===== src/tcw_pkg.sv =====
`default_nettype none
package tcw_pkg;

  // Grid geometry
  localparam int COLUMNS = 80;
  localparam int ROWS    = 25;
  localparam int CELLS   = COLUMNS * ROWS;
  localparam int COL_W   = $clog2(COLUMNS);
  localparam int ROW_W   = $clog2(ROWS);
  localparam int ADDR_W  = $clog2(CELLS);
  localparam int CELL_W  = 16;

  // Stream and config widths
  localparam int IN_DATA_W  = 32;
  localparam int IN_USER_W  = 3;
  localparam int OUT_DATA_W = 32;
  localparam int CFG_IDX_W  = 1;
  localparam int CFG_DATA_W = 8;

  // Command queue between front and back
  localparam int QDEPTH = 2;
  localparam int QPTR_W = $clog2(QDEPTH);

  // Register indexes
  localparam logic [CFG_IDX_W-1:0] CFG_DEFAULT_ATTR = 1'd0;
  localparam logic [CFG_IDX_W-1:0] CFG_ERROR_ATTR   = 1'd1;

  // Command codes
  localparam logic [2:0] CMD_PUT_CURSOR = 3'd0;
  localparam logic [2:0] CMD_PUT_POS    = 3'd1;
  localparam logic [2:0] CMD_BACKSPACE  = 3'd2;
  localparam logic [2:0] CMD_CLEAR      = 3'd3;
  localparam logic [2:0] CMD_READ       = 3'd4;

  // Characters
  localparam logic [7:0] CH_NEWLINE = 8'h0A;
  localparam logic [7:0] CH_BLANK   = 8'h08;
  localparam logic [7:0] CH_ERROR   = 8'h45;
  localparam logic [7:0] CH_SPACE   = 8'h20;

  typedef enum logic [2:0] {
    OP_PUT,
    OP_ERR_MARK,
    OP_BACKSPACE,
    OP_CLEAR,
    OP_READ,
    OP_READ_ERR,
    OP_NOP
  } op_e;

  typedef enum logic [1:0] {
    K_NORMAL,
    K_NEWLINE,
    K_BLANK
  } kind_e;

  // Classified command as it travels through the queue
  typedef struct packed {
    op_e               op;
    logic              use_cursor;
    kind_e             kind;
    logic [7:0]        char_code;
    logic [7:0]        attr;
    logic [COL_W-1:0]  col;
    logic [ROW_W-1:0]  row;
    logic [ADDR_W-1:0] addr;
  } entry_t;

  // One result beat
  typedef struct packed {
    logic       scrolled;
    logic       coord_error;
    logic [7:0] cell_attr;
    logic [7:0] cell_char;
    logic [4:0] cursor_row;
    logic [6:0] cursor_col;
  } res_t;

endpackage
`default_nettype wire


===== src/tcw_queue.sv =====
`default_nettype none
module tcw_queue (
  input  wire logic            clk_i,
  input  wire logic            rst_ni,
  input  wire logic            push_i,
  input  wire tcw_pkg::entry_t push_entry_i,
  input  wire logic            pop_i,
  output tcw_pkg::entry_t      head_o,
  output logic                 full_o,
  output logic                 empty_o
);
  import tcw_pkg::*;

  entry_t            ent_q [QDEPTH];
  logic [QPTR_W-1:0] wptr_q, rptr_q;
  logic [QPTR_W:0]   count_q;
  logic              do_push, do_pop;

  assign full_o  = (count_q == (QPTR_W+1)'(QDEPTH));
  assign empty_o = (count_q == '0);
  assign do_push = push_i && !full_o;
  assign do_pop  = pop_i && !empty_o;
  assign head_o  = ent_q[rptr_q];

  // entry storage
  always_ff @(posedge clk_i) begin
    if (do_push) begin
      ent_q[wptr_q] <= push_entry_i;
    end
  end

  // pointers and fill level
  always_ff @(posedge clk_i or negedge rst_ni) begin
    if (!rst_ni) begin
      wptr_q  <= '0;
      rptr_q  <= '0;
      count_q <= '0;
    end else begin
      if (do_push) begin
        wptr_q <= (wptr_q == QPTR_W'(QDEPTH-1)) ? '0 : wptr_q + 1'b1;
      end
      if (do_pop) begin
        rptr_q <= (rptr_q == QPTR_W'(QDEPTH-1)) ? '0 : rptr_q + 1'b1;
      end
      if (do_push && !do_pop) begin
        count_q <= count_q + 1'b1;
      end else if (do_pop && !do_push) begin
        count_q <= count_q - 1'b1;
      end
    end
  end

endmodule
`default_nettype wire


===== config.mk =====
export PLATFORM = sky130hd
export DESIGN_NAME = tcw_queue
export DESIGN_NICKNAME = d
export VERILOG_FILES = /design/src/tcw_pkg.sv /design/src/tcw_queue.sv
export SDC_FILE = /design/constraint.sdc
export NUM_CORES = 1
export LEC_CHECK = 0
export ABC_CLOCK_PERIOD_IN_PS = 4300
export BUFFER_PORTS_ARGS = -buffer_cell sky130_fd_sc_hd__buf_4
export CORE_MARGIN = 5
export CORE_UTILIZATION = 52
export DETAILED_ROUTE_END_ITERATION = 6
export PLACE_DENSITY = 0.84
export SYNTH_ARGS = -nofsm -noshare
export SYNTH_HDL_FRONTEND = slang
export SYNTH_SLANG_ARGS = --single-unit
export TNS_END_PERCENT = 10

===== constraint.sdc =====
create_clock -name clk_i -period 4.3 [get_ports clk_i]
set_input_delay 0.645 -clock clk_i [delete_from_list [all_inputs] [get_ports clk_i]]
set_output_delay 0.645 -clock clk_i [all_outputs]
set_load 0.005 [all_outputs]

# Word level (Yosys, flattened, before mapping)
# Memories as Yosys holds them, arrays and structs flattened.
# Index checks and enable logic that the tools add are counted.
[totals]
reg_bits = 4
ramBits = 90
input_bits = 49
out_inout_bits = 47
word_cells = 25
mem_count = 1
[mem_list]
columns = ["name", "depth", "width", "read_ports", "rd_ports_with_merged_regs", "wr", "line_no", "text"]
rows = [
  ["ent_q", 2, 45, 1, 0, 1, "tcw_queue.sv:14", "entry_t ent_q [QDEPTH];"],
]
[classes]
n_addsub = 4
eq_ne = 1
muxes = 6
n_reduce_logical = 10
[ops]
columns = ["cell", "count"]
rows = [
  ["1-bit logical AND", 4],
  ["1-bit zero test", 4],
  ["1-bit 2-to-1 mux", 4],
  ["2-bit 2-to-1 mux", 2],
  ["1-bit adder (second input constant)", 2],
  ["2-bit by 1-bit adder with 2-bit output (second input constant)", 1],
  ["2-bit == test (second input constant)", 1],
  ["2-bit zero test", 1],
  ["2-bit nonzero test", 1],
  ["2-bit by 1-bit subtractor with 2-bit output (second input constant)", 1],
]

# Logic depth before layout (Yosys ltp)
[depth]
ltp_word = 7
mapped_depth = 7
depth_no_buf = 7

# Least setup slack after synthesis
# No wires, ideal clock.
[synth_path]
kind = "input to register"
from = "in push_i"
to = "mem ent_q[0][0] in the netlist's numbering, enable pin"
setup_ps = 447
arrival_time_ps = 2625
required_time_ps = 3853
path_slack_ps = 1227
path_stages = 2
n_path_buf = 0
cell_sequence = "nand2_1 -> nor2_1"
[synth_between]
elab_chain_cells = 3
[synth_rtl]
columns = ["item", "line_no", "text"]
rows = [
  ["from (decl)", "tcw_queue.sv:5", "input wire logic push_i,"],
  ["1-bit logical AND", "tcw_queue.sv:21", "assign do_push = push_i && !full_o;"],
  ["1-bit 2-to-1 mux", "tcw_queue.sv:27", "if (do_push) begin"],
  ["1-bit 2-to-1 mux (implied by the code)", "tcw_queue.sv:28", "ent_q[wptr_q] <= push_entry_i;"],
  ["to (decl)", "tcw_queue.sv:14", ""],
]
# No other way between the ends.

==> summary.txt <==
Outcome - complete, no violations
DR WL/cell - 16.2 um
Number of buffers added on ports - 95
First-pass GRT wire length - 9180 um
Mux contribution to synthesized area - 17.9%
Core area - 6790 um^2
Proportion of layout cells with a drive suffix above 1 - 59.6%
Hold/Removal Path Class - input port to asynchronous set/reset pin
Worst slew pin tran - 1030 ps
Layout area overhead - 26.9%
Finished Layout Cells - 363
Die ar. - 8780 um^2
Synth Area in Simple Gates - 0.755%
Die Y - 93.7 um
Final setup margin - 1420 ps
TNS Setup - 0 ps
CP startpoint kind - flop
Part of the power in the clock network - 20.5%
XOR/XNOR share of the synthesized area - 1.20%
GP Congestion - 0.715
Post CTS Setup Buffer Count - 0
Critical Path Sink Type - primary output
Seq/Total Area, Yosys - 76.9%
Initial antenna violation count - 0
CTS H-tree lvls - 3
Clock latency on the worst-skew pair - 340 ps
CTS tree - built
Largest net degree at the start of global routing - 46
Unrepaired setup endpoints after global routing - no
Number of global-route vias before repair - 1855
Most common cell after layout, fill and taps aside - buf_4
Yosys top cell area share - 74.2%
WS Path Type - flop to primary output
DP Worst Slack - 1750 ps
Die X - 93.7 um
Total wire length - 5900 um
Final Power - 2950 uW
Placed insts - 347
Final Setup Violations - 0
Num CTS Buffers - 9
Largest family of logic cells by synthesized area - multiplexers
Most Frequent Cell on Critical Path - buf_4
Remaining antenna violation count - 0
YS warnings - 0
Post-CTS Hold Buffers - 0
Leading cell types in the layout, fill and taps excluded - buf_4, edfxtp_1, mux2_4
Sw Pwr - 761 uW
Detailed-route via count - 1740
GRT Util Overall - 14.1%
Slew Limit Fails - 0
Area share of fa/ha/maj cells after synthesis - 0.343%
Util after Layout - 68.1%
Nets@finish - 312
CP arrival - 2240 ps
Yosys top cell by area - edfxtp_1
HPWL after detailed placement - 4090 um
Final period util - 67.1%
Top cells by area, synth - edfxtp_1, mux2_4, dfrtp_1
Critical-path top delay cell - dfrtp_2
Fill count - 447
VDD IR max - 581 uV
Critical path, cell by cell - buf_4 -> mux2_4 -> buf_4
Critical path's largest stage delay - 970 ps
Leakage - 0.00184 uW
Initial Util - 53.6%
Mapped Avg Cell Area - 22.9 um^2
Reg clk slew, reported paths - 80 ps
Mapped cell area - 3640 um^2
Total grt overflow - 0
Mapped Cells - 159
Switch share - 25.8%
CTS sink cnt - 94
Clk buf depth - 2
Cell variety after synth - 15
Power per cell area - 637 nW/um^2
First DRT Iteration DRCs - 57
Post-synth net total - 209
Slew margin rel. - 31.3%
Proportion of power drawn by combinational gates - 32.2%
Root buffer cell - clkbuf_8
Synth Area in Compound Gates - 0.137%
Top-Level Pins - 96
Peak Freq - 347 MHz
Final count of hold timing violations - 0
Register Area - 2800 um^2
R2r setup slk - 2380 ps
Yosys reg bits - 94
Pre-antenna DRT Iters - 4
WP data required - 3650 ps
Crit path time final - 2880 ps
Worst Path Max Fanout - 31
Max Cap Violations - 0
Cts repair resizes - 0
Internal Pwr Total - 2190 uW
Clock skew - 9.54 ps
Residual DRC count - 0
Area of the multi-input gates - 751 um^2
Diode count - 0
Via-to-Cell Ratio - 4.79
Seq pwr share - 47.3%
Site row count - 30
-- worst paths after layout --
kind                                end              from  depth (start not counted)
max reg2reg                ent_q[1][43]        count_q[0]                          2
min reg2reg                  count_q[1]        count_q[1]                          1
min in group clk_i         ent_q[1][38]  push_entry_i[38]                          1
max                          head_o[31]            rptr_q                          3
max in group asynchronous        rptr_q            rst_ni                          1
min                              wptr_q            rst_ni                          1
-- logic make-up (layout without fill, tap and decap cells) --
family | after synthesis | count (layout)
fa+ha+maj | 1 | 1
xor+xnor | 5 | 5
compound gates | 1 | 1
buf+inv | 7 | 115
mux | 45 | 45
simple gates | 6 | 6
flops | 94 | 94
-- power groups by stage --
| stage | clock [uW] | combinational (uW) | sequential (uW) |
|---|---|---|---|
| 3_3_place_gp | 0 | 962 | 1410 |
| 3_5_place_dp | 0 | 971 | 1420 |
| 6_report | 603 | 949 | 1400 |
| 2_1_floorplan | 0 | 689 | 1330 |
| 5_1_grt | 666 | 1030 | 1420 |
| 4_1_cts | 624 | 975 | 1400 |
-- layer usage --
layer / GRT usage [%] / part of all wire [%]
met5: 0 / 0
met1: 16.3 / 38
met3: 5.45 / 7.8
met4: 4.69 / 1.1
met2: 24.1 / 53
-- stage by stage --
stage | hold WS (ps) | cell area, um^2
detailed placement | 446 | 4410
floorplan | 349 | 3640
global placement | 445 | 4410
CTS | 62.9 | 4620
finish | 83.7 | 4620
global route | 49.6 | 4620
-- cell usage after synthesis --
library cell and n:
edfxtp_1 90, mux2_4 39, mux2_2 6, buf_12 4, dfrtp_1 4, nor2_1 3, xnor2_1 3, inv_1 2
xor2_1 2, and3_1 1, buf_6 1, ha_1 1, nand2_1 1, nand2b_1 1, o21ai_1 1
-- critical path: cells and delay by family, from the launching register on --
family,cells,cell delay [ps]
DFF,1,970
buffers and inverters,2,570
muxes,1,340
-- cell type report --
cell class	instances	share of cell area, %
inverters	2	0.162
flip-flops and latches	94	60.6
well taps	96	2.60
clock inverters	6	1.87
repair buffers	97	15.7
clock buffers	10	2.76
multi-input cells	58	16.2
-- flip-flops by register name, indices dropped and copies added, names as in the netlist --
signal   count
wptr_q       1
ent_q       90
count_q      2
rptr_q       1
(Power assumes the default switching activity.)
