## config.mk

```make
export PLATFORM = sky130hd
export DESIGN_NAME = tcw_front
export DESIGN_NICKNAME = d
export VERILOG_FILES = /design/src/tcw_pkg.sv /design/src/tcw_front.sv
export SDC_FILE = /design/constraint.sdc
export NUM_CORES = 1
export LEC_CHECK = 0
export ABC_CLOCK_PERIOD_IN_PS = 6100
export BUFFER_PORTS_ARGS = -buffer_cell sky130_fd_sc_hd__buf_2
export CELL_PAD_IN_SITES_DETAIL_PLACEMENT = 0
export CELL_PAD_IN_SITES_GLOBAL_PLACEMENT = 1
export CORE_UTILIZATION = 20
export DETAILED_ROUTE_END_ITERATION = 16
export PLACE_DENSITY_LB_ADDON = 0.1
export REMOVE_ABC_BUFFERS = 1
export SETUP_SLACK_MARGIN = 0.5
export SLEW_MARGIN = 0
export SYNTH_ARGS = -nofsm -noshare
export SYNTH_HDL_FRONTEND = slang
export SYNTH_SLANG_ARGS = --single-unit
```

## constraint.sdc

```tcl
create_clock -name vclk -period 6.1
set_input_delay 1.22 -clock vclk [all_inputs]
set_output_delay 1.22 -clock vclk [all_outputs]
set_load 0.03 [all_outputs]
```

## src/tcw_pkg.sv

```systemverilog
`default_nettype none
package tcw_pkg;

  // Grid geometry
  localparam int COLUMNS = 80;
  localparam int ROWS    = 25;
  localparam int CELLS   = COLUMNS * ROWS;
  localparam int COL_W   = $clog2(COLUMNS);
  localparam int ROW_W   = $clog2(ROWS);
  localparam int ADDR_W  = $clog2(CELLS);
  localparam int CELL_W  = 16;

  // Stream and config widths
  localparam int IN_DATA_W  = 32;
  localparam int IN_USER_W  = 3;
  localparam int OUT_DATA_W = 32;
  localparam int CFG_IDX_W  = 1;
  localparam int CFG_DATA_W = 8;

  // Command queue between front and back
  localparam int QDEPTH = 2;
  localparam int QPTR_W = $clog2(QDEPTH);

  // Register indexes
  localparam logic [CFG_IDX_W-1:0] CFG_DEFAULT_ATTR = 1'd0;
  localparam logic [CFG_IDX_W-1:0] CFG_ERROR_ATTR   = 1'd1;

  // Command codes
  localparam logic [2:0] CMD_PUT_CURSOR = 3'd0;
  localparam logic [2:0] CMD_PUT_POS    = 3'd1;
  localparam logic [2:0] CMD_BACKSPACE  = 3'd2;
  localparam logic [2:0] CMD_CLEAR      = 3'd3;
  localparam logic [2:0] CMD_READ       = 3'd4;

  // Characters
  localparam logic [7:0] CH_NEWLINE = 8'h0A;
  localparam logic [7:0] CH_BLANK   = 8'h08;
  localparam logic [7:0] CH_ERROR   = 8'h45;
  localparam logic [7:0] CH_SPACE   = 8'h20;

  typedef enum logic [2:0] {
    OP_PUT,
    OP_ERR_MARK,
    OP_BACKSPACE,
    OP_CLEAR,
    OP_READ,
    OP_READ_ERR,
    OP_NOP
  } op_e;

  typedef enum logic [1:0] {
    K_NORMAL,
    K_NEWLINE,
    K_BLANK
  } kind_e;

  // Classified command as it travels through the queue
  typedef struct packed {
    op_e               op;
    logic              use_cursor;
    kind_e             kind;
    logic [7:0]        char_code;
    logic [7:0]        attr;
    logic [COL_W-1:0]  col;
    logic [ROW_W-1:0]  row;
    logic [ADDR_W-1:0] addr;
  } entry_t;

  // One result beat
  typedef struct packed {
    logic       scrolled;
    logic       coord_error;
    logic [7:0] cell_attr;
    logic [7:0] cell_char;
    logic [4:0] cursor_row;
    logic [6:0] cursor_col;
  } res_t;

endpackage
`default_nettype wire

```

## src/tcw_front.sv

```systemverilog
`default_nettype none
module tcw_front (
  input  wire logic                               s_axis_tvalid,
  output logic                                    s_axis_tready,
  input  wire logic [tcw_pkg::IN_DATA_W-1:0]      s_axis_tdata,
  input  wire logic [tcw_pkg::IN_USER_W-1:0]      s_axis_tuser,
  input  wire logic [7:0]                         def_attr_i,
  input  wire logic                               init_done_i,
  input  wire logic                               full_i,
  output logic                                    push_o,
  output tcw_pkg::entry_t                         entry_o
);
  import tcw_pkg::*;

  logic [7:0] char_code, attr;
  logic [6:0] col;
  logic [4:0] row;
  logic       in_grid;

  // unpack the beat
  assign char_code = s_axis_tdata[7:0];
  assign attr      = s_axis_tdata[15:8];
  assign col       = s_axis_tdata[22:16];
  assign row       = s_axis_tdata[27:23];

  assign in_grid = ({1'b0, col} < 8'(COLUMNS)) && ({1'b0, row} < 6'(ROWS));

  // no beats while the cell store is being cleared after reset
  assign s_axis_tready = init_done_i && !full_i;
  assign push_o        = s_axis_tvalid && s_axis_tready;

  // classify the command
  always_comb begin
    entry_o            = '0;
    entry_o.char_code  = char_code;
    entry_o.attr       = (attr == 8'd0) ? def_attr_i : attr;
    entry_o.col        = col[COL_W-1:0];
    entry_o.row        = row[ROW_W-1:0];
    entry_o.addr       = ADDR_W'(row[ROW_W-1:0]) * ADDR_W'(COLUMNS)
                       + ADDR_W'(col[COL_W-1:0]);
    entry_o.use_cursor = 1'b0;

    priority if (char_code == CH_NEWLINE) begin
      entry_o.kind = K_NEWLINE;
    end else if (char_code == CH_BLANK) begin
      entry_o.kind = K_BLANK;
    end else begin
      entry_o.kind = K_NORMAL;
    end

    unique case (s_axis_tuser)
      CMD_PUT_CURSOR: begin
        entry_o.op         = OP_PUT;
        entry_o.use_cursor = 1'b1;
      end
      CMD_PUT_POS:   entry_o.op = in_grid ? OP_PUT : OP_ERR_MARK;
      CMD_BACKSPACE: entry_o.op = OP_BACKSPACE;
      CMD_CLEAR:     entry_o.op = OP_CLEAR;
      CMD_READ:      entry_o.op = in_grid ? OP_READ : OP_READ_ERR;
      default:       entry_o.op = OP_NOP;
    endcase
  end

endmodule
`default_nettype wire

```

### Yosys cells after proc, flatten, opt, wreduce, memory -nomap -nowiden

Index checks and enable logic that the tools add are counted.

| word-level totals | value |
|---|---|
| input port bits | 46 |
| word-level logic and storage cells | 23 |
| output and inout bits | 47 |
| flip-flop bits (word level) | 0 |

| cells by class | value |
|---|---|
| $add $sub $neg | 1 |
| $mul | 1 |
| equality and inequality tests | 6 |
| magnitude comparators | 2 |
| reduce and logical (&&, ||, !) cells | 6 |
| muxes and demuxes | 7 |

Operators with widths:

| kind | number |
|---|---|
| == test 8 x 4 -> 1 bit, second input constant | 2 |
| one-hot mux 3 bit (5 select lines) | 1 |
| adder 11 x 7 -> 11 bit | 1 |
| logical NOT 8 bit | 1 |
| 2-to-1 mux 8 bit | 1 |
| < comparator 7 bit, second input constant | 1 |
| multiplier 5 x 3 -> 7 bit, second input constant | 1 |
| == test 3 x 2 -> 1 bit, second input constant | 2 |
| < comparator 5 bit, second input constant | 1 |
| 2-to-1 mux 2 bit | 2 |
| == test 3 x 1 -> 1 bit, second input constant | 1 |
| == test 3 bit, second input constant | 1 |
| logical AND 1 bit | 3 |
| logical NOT 3 bit | 1 |
| 2-to-1 mux 1 bit | 3 |
| logical NOT 1 bit | 1 |

### Longest topological paths before layout

Gate-level depths: netlist (run 1).

| logic depth | value |
|---|---|
| depth after elaboration | 4 |
| gate-level depth with buffers | 7 |
| depth with buffers taken out | 7 |

### Least setup slack after synthesis (run 1)

No wires, ideal clock.

| timing | value |
|---|---|
| path kind | input-to-output |
| from | in s_axis_tdata[24] in the netlist's numbering |
| to | out entry_o[10] in the netlist's numbering |
| data arrival time | 3.139 ns |
| data required time | 4.880 ns |
| stages | 7 |
| path slack | 1.741 ns |
| path buffers | 0 |
| cells stage by stage | ha_1 > ha_1 > fa_1 > xor2_2 > o2111ai_1 > xnor2_1 > xnor2_1 |

RTL lines:

| what | RTL line | text |
|---|---|---|
| start: declaration | tcw_front.sv:5 | `input wire logic [tcw_pkg::IN_DATA_W-1:0] s_axis_tdata,` |
| end: declaration | tcw_front.sv:11 | `output tcw_pkg::entry_t entry_o` |

==> results of run 1 <==
-- kinds of logic (layout without fill, tap and decap cells) --
logic type	Yosys count	in the layout	share of synthesized area (%)
compound gates	18	18	19.3
xor+xnor	7	7	10.5
fa+ha+maj	11	11	23.4
buf+inv	30	82	31.0
simple gates	20	20	15.7
-- Yosys cell counts (2+ instances only) --
cell type,number
buf_4,24
a21o_1,10
ha_1,9
inv_1,5
nor2_1,5
xnor2_1,5
nand2_1,4
nor2b_1,3
a21oi_1,2
fa_1,2
nand3_1,2
nor3_1,2
nor4_1,2
o21ai_0,2
-- placed cells by master (no fill, tap or decap), types with 2 or more instances in the layout --
cell,count
buf_2,77
ha_1,9
a21o_1,10
nor2b_1,3
nand3_1,2
nor4_1,2
fa_1,2
inv_1,5
nor2_1,5
nor3_1,2
nand2_1,4
a21oi_1,2
xnor2_1,5
o21ai_0,2
-- per-stage QoR --
stage,hold WS [ps],cells,power (mW),instance area [um2],util [%]
finish,2440,182,0.117,910,29.6
global placement,2440,182,0.118,910,29.6
global route,2440,182,0.127,910,29.6
floorplan,2440,61,0.0656,469,-
CTS,2440,182,0.119,910,29.6
detailed placement,2440,182,0.118,910,29.6
-- worst paths after layout --
check                   startpoint     endpoint  slack [ps]  depth (start not counted)
setup / recovery  s_axis_tdata[24]  entry_o[10]        1620                          9
hold / removal    s_axis_tdata[17]   entry_o[1]        2440                          0
-- cell type report --
class	count	area (um2)
Fill cell	366	2170
Inverter	5	18.8
Multi-Input combinational cell	56	450
Tap cell	44	55.1
Timing Repair Buffer	77	385
-- routing by layer --
metal / track usage [%] / share of wire (%)
met3: 1.53 / 13
met1: 8.45 / 42
met2: 15.9 / 45
met4: 0 / 0
met5: 0 / 0
-- power breakdown --
part           total [mW]  internal (mW)  switching, mW
logic               0.117         0.0415         0.0757
clock network           0              0              0
registers               0              0              0
==> flow_summary.json, run 1 <==
{
  "cp-start-kind": "input pin",
  "overflow": 0,
  "maxSlewHeadroom_pct": 71.6,
  "port_buffers": 77,
  "drv_slew": 0,
  "cp_slowest_cell": "fa_1",
  "synthCells": 86,
  "worst_pin_slew_ps": 422,
  "end_kind": "output port",
  "setup_viol": 0,
  "num_rows": 20,
  "place_congestion": 0.648,
  "cp_max_fo": 5,
  "cts_setup_buffers": 0,
  "finalHoldViolations": 0,
  "place_ws_ps": 1600,
  "die_w_um": 59.1,
  "drt_iter0_drc": 13,
  "die_area_mm2": 0.00350,
  "critical_path_class": "input pin to output port",
  "routed_wl_um": 1610,
  "cts-hold-fix-buffers": 0,
  "worstHoldPathType": "input pin to output port",
  "leakage_nw": 0.567,
  "yosys.area.top_type": "buf_4",
  "irDropWorstVdd_v": 0.0000496,
  "initial_core_util_pct": 21.2,
  "drive_above_1_share_pct": 58.0,
  "cts_resized": 0,
  "critPathBufInv": 2,
  "power.density_mw_per_mm2": 129,
  "synth_area_leaders": "buf_4 28%, ha_1 17%, a21o_1 11%, xnor2_1 6.7%, fa_1 6.1%",
  "nets": 197,
  "core_area_mm2": 0.00308,
  "critPathTopFamily": "adder cells",
  "maxCapViolations": 0,
  "ys_seq_area_share_pct": 0,
  "routedWlPerCell_um": 8.84,
  "ys_warn_count": 0,
  "crit_required_ps": 4880,
  "critPathArrivalTime_ps": 3260,
  "drc": 0,
  "crit_chain": "buf_2, ha_1, ha_1, fa_1, xor2_2, o2111ai_1, xnor2_1, xnor2_1, buf_2",
  "drtAntennaViolNets": 0,
  "seq_cells": 0,
  "die_h_um": 59.1,
  "status": "finished clean",
  "rsz0062_at_grt": "false",
  "tns_ps": 0,
  "synthDistinctLibCells": 23,
  "syn_to_final_growth_pct": 39.3,
  "avgSynthCellArea_um2": 7.59,
  "clkbuf_count": 0,
  "yosys.area.top_type_share_pct": 27.6,
  "fin_crit_ps": 4480,
  "antenna_found_initial": 0,
  "post-route-period-util_pct": 73.4,
  "register_area_um2": 0,
  "syn_area_um2": 653,
  "vias": 736,
  "setup_ws_ps": 1620,
  "grt_max_degree": 8,
  "grt_pass1_wl_um": 2230,
  "antenna_cells": 0,
  "grt_pass1_vias": 572,
  "vias_per_cell": 4.04,
  "first_pass_iters": 2,
  "io-pin-count": 93,
  "max_freq_ghz": 0.223,
  "grt_util_all_layers_pct": 7.72,
  "max_stage_delay_ps": 410,
  "dp_hpwl_um": 1500
}
Note: power is estimated with default switching activity, not from simulation.
==> inputs of run 2 (changes only) <==
--- a/config.mk
+++ b/config.mk
@@ -5,11 +5,11 @@
 export SDC_FILE = /design/constraint.sdc
 export NUM_CORES = 1
 export LEC_CHECK = 0
-export ABC_CLOCK_PERIOD_IN_PS = 6100
+export ABC_CLOCK_PERIOD_IN_PS = 3900
 export BUFFER_PORTS_ARGS = -buffer_cell sky130_fd_sc_hd__buf_2
 export CELL_PAD_IN_SITES_DETAIL_PLACEMENT = 0
 export CELL_PAD_IN_SITES_GLOBAL_PLACEMENT = 1
-export CORE_UTILIZATION = 20
+export CORE_UTILIZATION = 17
 export DETAILED_ROUTE_END_ITERATION = 16
 export PLACE_DENSITY_LB_ADDON = 0.1
 export REMOVE_ABC_BUFFERS = 1
==> constraint.sdc (replaced) <==
create_clock -name vclk -period 3.9
set_input_delay 0.78 -clock vclk [all_inputs]
set_output_delay 0.78 -clock vclk [all_outputs]
set_load 0.03 [all_outputs]
==> run 2 against run 1 <==
Effect of this change:
- design area up 8.4%
- worst setup slack worse by 1100 ps
- final cell count up 3.8%
- critical endpoint unchanged
- sequential share of layout area unchanged
- global-route usage up 0.27 points
- largest power group unchanged
- flip-flop and latch count unchanged
- clock-buffer cell count unchanged
- total power up 75%
- combinational power up 75%
- utilization down 2.6 points
- critical path type unchanged
==> flow_summary.json, run 2 (synthesis results as in run 1) <==
{
  "leakage_nw": 0.586,
  "clkbuf_count": 0,
  "final_cell_mix": "75 x buf_2, 10 x a21o_1, 7 x ha_1",
  "critPathBufInv": 2,
  "grt_util_all_layers_pct": 8.00,
  "die_area_mm2": 0.00409,
  "cp_max_fo": 5,
  "initial_core_util_pct": 17.8,
  "status": "finished clean",
  "rsz0062_at_grt": "true",
  "seq_cells": 0,
  "dp_hpwl_um": 1610,
  "post-route-period-util_pct": 85.5,
  "cp_slowest_cell": "fa_2",
  "finalHoldViolations": 0,
  "cpMostUsedCell": "ha_4",
  "drv_slew": 0,
  "core_area_mm2": 0.00366,
  "syn_to_final_growth_pct": 51.0,
  "fin_hold_ws_ps": 1560,
  "worst_pin_slew_ps": 389,
  "fin_crit_ps": 3330,
  "drive_above_1_share_pct": 63.1,
  "num_rows": 22,
  "grt_max_degree": 8,
  "die_w_um": 64.0,
  "setup_viol": 0,
  "hp-start": "s_axis_tdata[17]",
  "drc": 0,
  "power.density_mw_per_mm2": 208,
  "antenna_cells": 0,
  "worstHoldPathType": "input pin to output port",
  "tns_ps": 0,
  "io-pin-count": 93,
  "irDropWorstVdd_v": 0.000132,
  "crit_start": "s_axis_tdata[24]",
  "critPathArrivalTime_ps": 2550,
  "grt_pass1_vias": 674,
  "place_congestion": 0.716,
  "vias": 769,
  "antenna_found_initial": 0,
  "max_freq_ghz": 0.300,
  "die_h_um": 64.0,
  "register_area_um2": 0,
  "grt_pass1_wl_um": 2800,
  "cts-hold-fix-buffers": 0,
  "drtAntennaViolNets": 0,
  "nets": 200,
  "max_stage_delay_ps": 580,
  "maxCapViolations": 0,
  "vias_per_cell": 4.07,
  "cp-start-kind": "input pin",
  "routed_wl_um": 1740,
  "port_buffers": 77,
  "maxSlewHeadroom_pct": 73.8,
  "drt_iter0_drc": 3,
  "critPathTopFamily": "adder cells",
  "crit_required_ps": 3120,
  "end_kind": "output port",
  "routedWlPerCell_um": 9.23,
  "overflow": 0,
  "crit_chain": "buf_2, ha_4, ha_4, fa_2, o2111ai_2, xnor2_2, xnor2_1, buf_4",
  "critical_path_class": "input pin to output port",
  "final_common_cell": "buf_2",
  "first_pass_iters": 4
}
## run 2: changes by cell type in the layout (fill, tap and decap cells not counted), sizes merged
cell / previous run / this run
buf: 77 / 80
## run 2: where the power goes
group          total [mW]  internal [mW]  switching, mW  leakage [nW]
logic               0.205         0.0807          0.124         0.586
registers               0              0              0             0
clock network           0              0              0             0
## run 2: final cells by class
cell class	instances	area [um2]
fillers	401	2680
multi-input cells	56	494
repair buffers	80	413
well taps	48	60.1
inverters	5	18.8
## run 2: repair_timing
item / 4_1_cts / 5_1_grt
pin swaps: 6 / 1
cloned: 0 / 0
setup buffers: 3 / 0
endpoints found under the setup margin: 1 / 2
gates resized for setup: 6 / 3
## run 2: per-layer routing
layer,vias up,share of wire (%),global-route usage (%)
met1,339,40,9.89
met5,-,0,0
met2,50,50,15.6
met4,0,0,0
met3,0,9.6,0.714
li1,380,-,-
## run 2: metrics by stage
| stage | utilization (%) | power [mW] | area, um2 | instances | worst slack [ps] |
|---|---|---|---|---|---|
| global route | 26.9 | 0.221 | 986 | 189 | 483 |
| finish | 26.9 | 0.205 | 986 | 189 | 567 |
| floorplan | - | 0.103 | 469 | 61 | 421 |
| global placement | 25.0 | 0.187 | 915 | 186 | 285 |
| CTS | 26.6 | 0.204 | 973 | 189 | 527 |
| detailed placement | 25.0 | 0.187 | 915 | 186 | 284 |
## run 2: final timing paths
check  slack, ps          end  cells after the start
max          570  entry_o[10]                      8
min         1560   entry_o[1]                      0
